`config.mk`:
```
export PLATFORM = sky130hd
export DESIGN_NAME = dfm_ctrl
export DESIGN_NICKNAME = d
export VERILOG_FILES = /design/src/digit_frequency_mode_defines.svh /design/src/dfm_pkg.sv /design/src/dfm_ctrl.sv
export SDC_FILE = /design/constraint.sdc
export NUM_CORES = 1
export LEC_CHECK = 0
export ABC_CLOCK_PERIOD_IN_PS = 2000
export BUFFER_PORTS_ARGS = -buffer_cell sky130_fd_sc_hd__buf_2
export CORE_AREA = 2 2 39 41
export CTS_CLUSTER_SIZE = 25
export DETAILED_ROUTE_END_ITERATION = 10
export DIE_AREA = 0 0 41 43
export GPL_TIMING_DRIVEN = 0
export PLACE_DENSITY = 0.38
export SETUP_SLACK_MARGIN = 0.3
export SLEW_MARGIN = 5
export SYNTH_ARGS = -nofsm -noshare
export SYNTH_HDL_FRONTEND = slang
export SYNTH_SLANG_ARGS = --single-unit
```
`constraint.sdc`:
```
create_clock -name clk -period 2 [get_ports clk]
set_input_delay 0.4 -clock clk [delete_from_list [all_inputs] [get_ports clk]]
set_output_delay 0.4 -clock clk [all_outputs]
set_load 0.01 [all_outputs]
```
`src/digit_frequency_mode_defines.svh`:
```
// assertion macros for the digit frequency block
// used by the top level only; expects clk and rst in scope
`ifndef DIGIT_FREQUENCY_MODE_DEFINES_SVH
`define DIGIT_FREQUENCY_MODE_DEFINES_SVH

// same-cycle implication, disabled during reset
`define DFM_ASSERT_NOW(label, ante, cons) \
  label: assert property (@(posedge clk) disable iff (rst) (ante) |-> (cons)) \
    else $error("digit_frequency_mode: check failed");

// next-cycle implication, disabled during reset
`define DFM_ASSERT_NEXT(label, ante, cons) \
  label: assert property (@(posedge clk) disable iff (rst) (ante) |=> (cons)) \
    else $error("digit_frequency_mode: check failed");

`endif

```
`src/dfm_pkg.sv`:
```
// shared types and constants for the digit frequency block
// no dependencies
`timescale 1ns / 1ps

package dfm_pkg;

  localparam int COUNT_BITS_DEF = 18;
  localparam int NUM_DIGITS     = 10;
  localparam int DIGIT_BITS     = 4;
  localparam int VALUE_BITS     = 32;
  localparam int MAXC_BITS      = 18;
  localparam logic [MAXC_BITS-1:0] MAXC_MAX = '1;

  // floor(n / 10) = (n * RECIP_TEN) >> RECIP_SHIFT for any 32-bit n
  localparam logic [VALUE_BITS-1:0] RECIP_TEN = 32'hCCCC_CCCD;
  localparam int RECIP_SHIFT = 35;

  typedef enum logic [1:0] {
    ST_IDLE,
    ST_PEEL,
    ST_SCAN,
    ST_EMIT
  } state_t;

  typedef struct packed {
    logic load;   // take a new value into the magnitude register
    logic peel;   // peel one digit and tally it
    logic scan;   // examine one counter for the mode search
    logic emit;   // load the result register and clear the counters
  } cmd_t;

  typedef struct packed {
    logic quot_zero;  // digit being peeled is the most significant one
    logic last;       // current value closes the data set
    logic scan_done;  // mode search is at the final counter
  } status_t;

endpackage

```
`src/dfm_ctrl.sv`:
```
// controller state machine for the digit frequency block
// depends on dfm_pkg
`timescale 1ns / 1ps

module dfm_ctrl (
  input  logic             clk,
  input  logic             rst,
  input  logic             s_tvalid,
  output logic             s_tready,
  output logic             m_tvalid,
  input  logic             m_tready,
  input  dfm_pkg::status_t status,
  output dfm_pkg::cmd_t    cmd
);

  dfm_pkg::state_t state;
  dfm_pkg::state_t state_next;
  logic            out_free;

  assign out_free = !m_tvalid || m_tready;

  always_ff @(posedge clk) begin
    if (rst) begin
      state <= dfm_pkg::ST_IDLE;
    end else begin
      state <= state_next;
    end
  end

  always_comb begin
    state_next = state;
    unique case (state)
      dfm_pkg::ST_IDLE: begin
        if (s_tvalid) state_next = dfm_pkg::ST_PEEL;
      end
      dfm_pkg::ST_PEEL: begin
        if (status.quot_zero) begin
          state_next = status.last ? dfm_pkg::ST_SCAN : dfm_pkg::ST_IDLE;
        end
      end
      dfm_pkg::ST_SCAN: begin
        if (status.scan_done) state_next = dfm_pkg::ST_EMIT;
      end
      dfm_pkg::ST_EMIT: begin
        if (out_free) state_next = dfm_pkg::ST_IDLE;
      end
      default: state_next = dfm_pkg::ST_IDLE;
    endcase
  end

  always_comb begin
    cmd      = '0;
    s_tready = 1'b0;
    unique case (state)
      dfm_pkg::ST_IDLE: begin
        s_tready = 1'b1;
        cmd.load = s_tvalid;
      end
      dfm_pkg::ST_PEEL: cmd.peel = 1'b1;
      dfm_pkg::ST_SCAN: cmd.scan = 1'b1;
      dfm_pkg::ST_EMIT: cmd.emit = out_free;
      default: cmd = '0;
    endcase
  end

  // result beat valid; a new result may replace one taken in the same cycle
  always_ff @(posedge clk) begin
    if (rst) begin
      m_tvalid <= 1'b0;
    end else if (cmd.emit) begin
      m_tvalid <= 1'b1;
    end else if (m_tready) begin
      m_tvalid <= 1'b0;
    end
  end

endmodule

```
==> flow_summary.yaml <==
global_route:
  use_met1_pct: 7.99
  grt.met2_usage_pct: 7.50
  grt_pass1_vias: 196
  met3_usage_pct: 7.85
  grt_pass1_wl_um: 745
  grt.overflow.total: 0
  busiest_layer: "met1"
  grt_antenna_before_repair: 0
  grtUsageTotal_pct: 7.01
  grt_max_degree: 10
worst_setup_path:
  required_ns: 1.60
  max_stage_delay_ns: 0.30
  cp-start-kind: "register"
  critPathBufInv: 2
  cp_max_fo: 9
  slowest_stage: "dfxtp_1"
  end_kind: "output port"
  crit_chain: "buf_6, nor2_1, and2_1, buf_2"
  worstPathArrival_ns: 1.02
  critical-path-top-delay-family: "flip-flops"
  worstSetupPathType: "register to output port"
synthesis:
  synth_simple_gate_area_share_pct: 25.5
  synth.largest_area_cell: "dfxtp_1"
  synth_edf_count: 0
  async_flop_share_pct: 0
  synth_mux_area_share_pct: 5.84
  synth_area_leaders: "dfxtp_1, a221oi_2, nor2b_1"
  ys_ff_latch: 3
  synthXorXnorAreaFrac_pct: 0
  synth_compound_area_share_pct: 24.8
  yosys.area.top_type_share_pct: 35.0
  synth.distinct_cells: 15
  synthAdderAreaFrac_pct: 0
  yosys-top-cells-count: "dfxtp_1, nor2_1, nor2b_1"
  yosysWarningCount: 0
  synth_cells: 19
  synth_nets: 26
  yosysSeqAreaShare_pct: 35.0
  synthMostInstantiatedCell: "dfxtp_1"
  avgSynthCellArea_um2: 9.02
  synth_ff_type: "dfxtp_1"
  synth_top_family_by_area: "simple AND/OR/NAND/NOR gates"
  syn_area_um2: 171
drt:
  first_iter_violations: 4
  vias_per_cell: 3.71
  num_vias: 189
  wirelength_um: 437
  drcViolationCount: 0
  drtPass1Iterations: 2
  wl_per_cell_um: 8.57
  postRouteAntennaNets: 0
cells_and_area:
  insertedDiodeCount: 0
  final_area_um2: 278
  drive_gt1_share_pct: 48.6
  fill_cells: 160
  syn2layout_area_growth_pct: 62.0
  nets: 43
clock_network:
  cts_buffer_depth: 2
  ctsHoldBuffers: 0
  cts_resized: 0
  cts_sinks: 3
  cts_root_buf: "clkbuf_4"
  cts_tree: "built"
  cts_setup_buffers: 0
  clk_latency_ns: 0.23
  path_clk_slew_ns: 0.04
  htreeDepth: 1
  numCtsBuffers: 3
floorplan:
  die_h_um: 43
  die_x_um: 41
  rows: 14
  ios: 13
  die-area_um2: 1760
  coreArea_um2: 1380
  start_util_pct: 12.4
flow_run:
  cap_viol_max_count: 0
power_and_ir_drop:
  power_density_nw_per_um2: 755
  ir_worst_vdd_v: 0.000185
  p_leak_uw: 0.000126
timing:
  hold_ws_ns: 0.366
  worst_slew_pin_slew_ns: 0.220
  finalHoldViolCount: 0
  setup_viol: 0
  final-max-slew-violation-count: 0
  fin_skew_ns: 0.00238
  fin_crit_sh_pct: 71.0
  rsz0062_at_grt: "no"
  relSlewSlack_pct: 85.3
  fin_setup_tns_ns: 0
  min_period_ns: 1.42
  worst_slack_ns: 0.579
  fmax_mhz: 704
run_status:
  outcome: "finished, final reports clean"
worst_hold_path:
  worstHoldPathType: "primary input to register"
placement:
  place_ws_ns: 0.680
  place_area_um2: 251
  routabilityCongestion: 0.660
  portBuffers: 12
==> power breakdown <==
group / internal [µW] / switching, µW
Sequential: 63.4 / 3.93
Combinational: 18.4 / 17.2
Clock: 74.8 / 31.9
==> layer usage <==
metal  share of wire (%)  up-vias
li1                    -       99
met5                   0        -
met4                   0        0
met2                  34       14
met1                  50       76
met3                  16        0
==> cell usage in the layout (no fill, tap or decap) <==
cell type	synthesis	layout
dfxtp_1	3	3
a311oi_1	1	1
clkbuf_4	0	3
mux2i_1	1	1
a31oi_1	1	1
clkbuf_1	0	1
inv_1	1	1
buf_6	1	1
buf_2	0	12
nand2b_1	1	1
a221oi_2	1	1
and2_1	1	1
a21oi_1	1	1
nor2_1	2	2
nand2_1	1	1
o21a_1	1	1
nor2b_1	2	2
nand3b_1	1	1
==> through the flow <==
step | cells | utilization, % | power (µW)
floorplan | 19 | - | 87.6
global placement | 47 | 18.2 | 105
detailed placement | 47 | 18.2 | 104
CTS | 51 | 20.1 | 216
global route | 51 | 20.1 | 231
finish | 51 | 20.1 | 210
==> logic make-up (layout without fill, tap and decap cells) <==
kind of cell | Yosys count | after routing
mux | 1 | 1
flops | 3 | 3
buf+inv | 2 | 18
simple gates | 8 | 8
compound gates | 5 | 5
==> final cells by class <==
type / instances / area (µm²) / area share, %
plain buffers: 1 / 11.3 / 4.05
clock buffers: 4 / 26.3 / 9.46
inverters: 1 / 3.75 / 1.35
multi-input cells: 14 / 96.3 / 34.7
flip-flops and latches: 3 / 60.1 / 21.6
well taps: 16 / 20.0 / 7.21
repair buffers: 12 / 60.1 / 21.6
==> worst paths after layout <==
check | to | start | slack (ns) | depth (start not counted)
worst max-delay path | cmd[3] | register | 0.58 | 4
worst min-delay path | state[0] | rst | 0.37 | 2
worst max register to register | state[0] | register | 1.05 | 3
worst min register to register | state[0] | m_tvalid | 0.53 | 2
(Power assumes the default switching activity.)
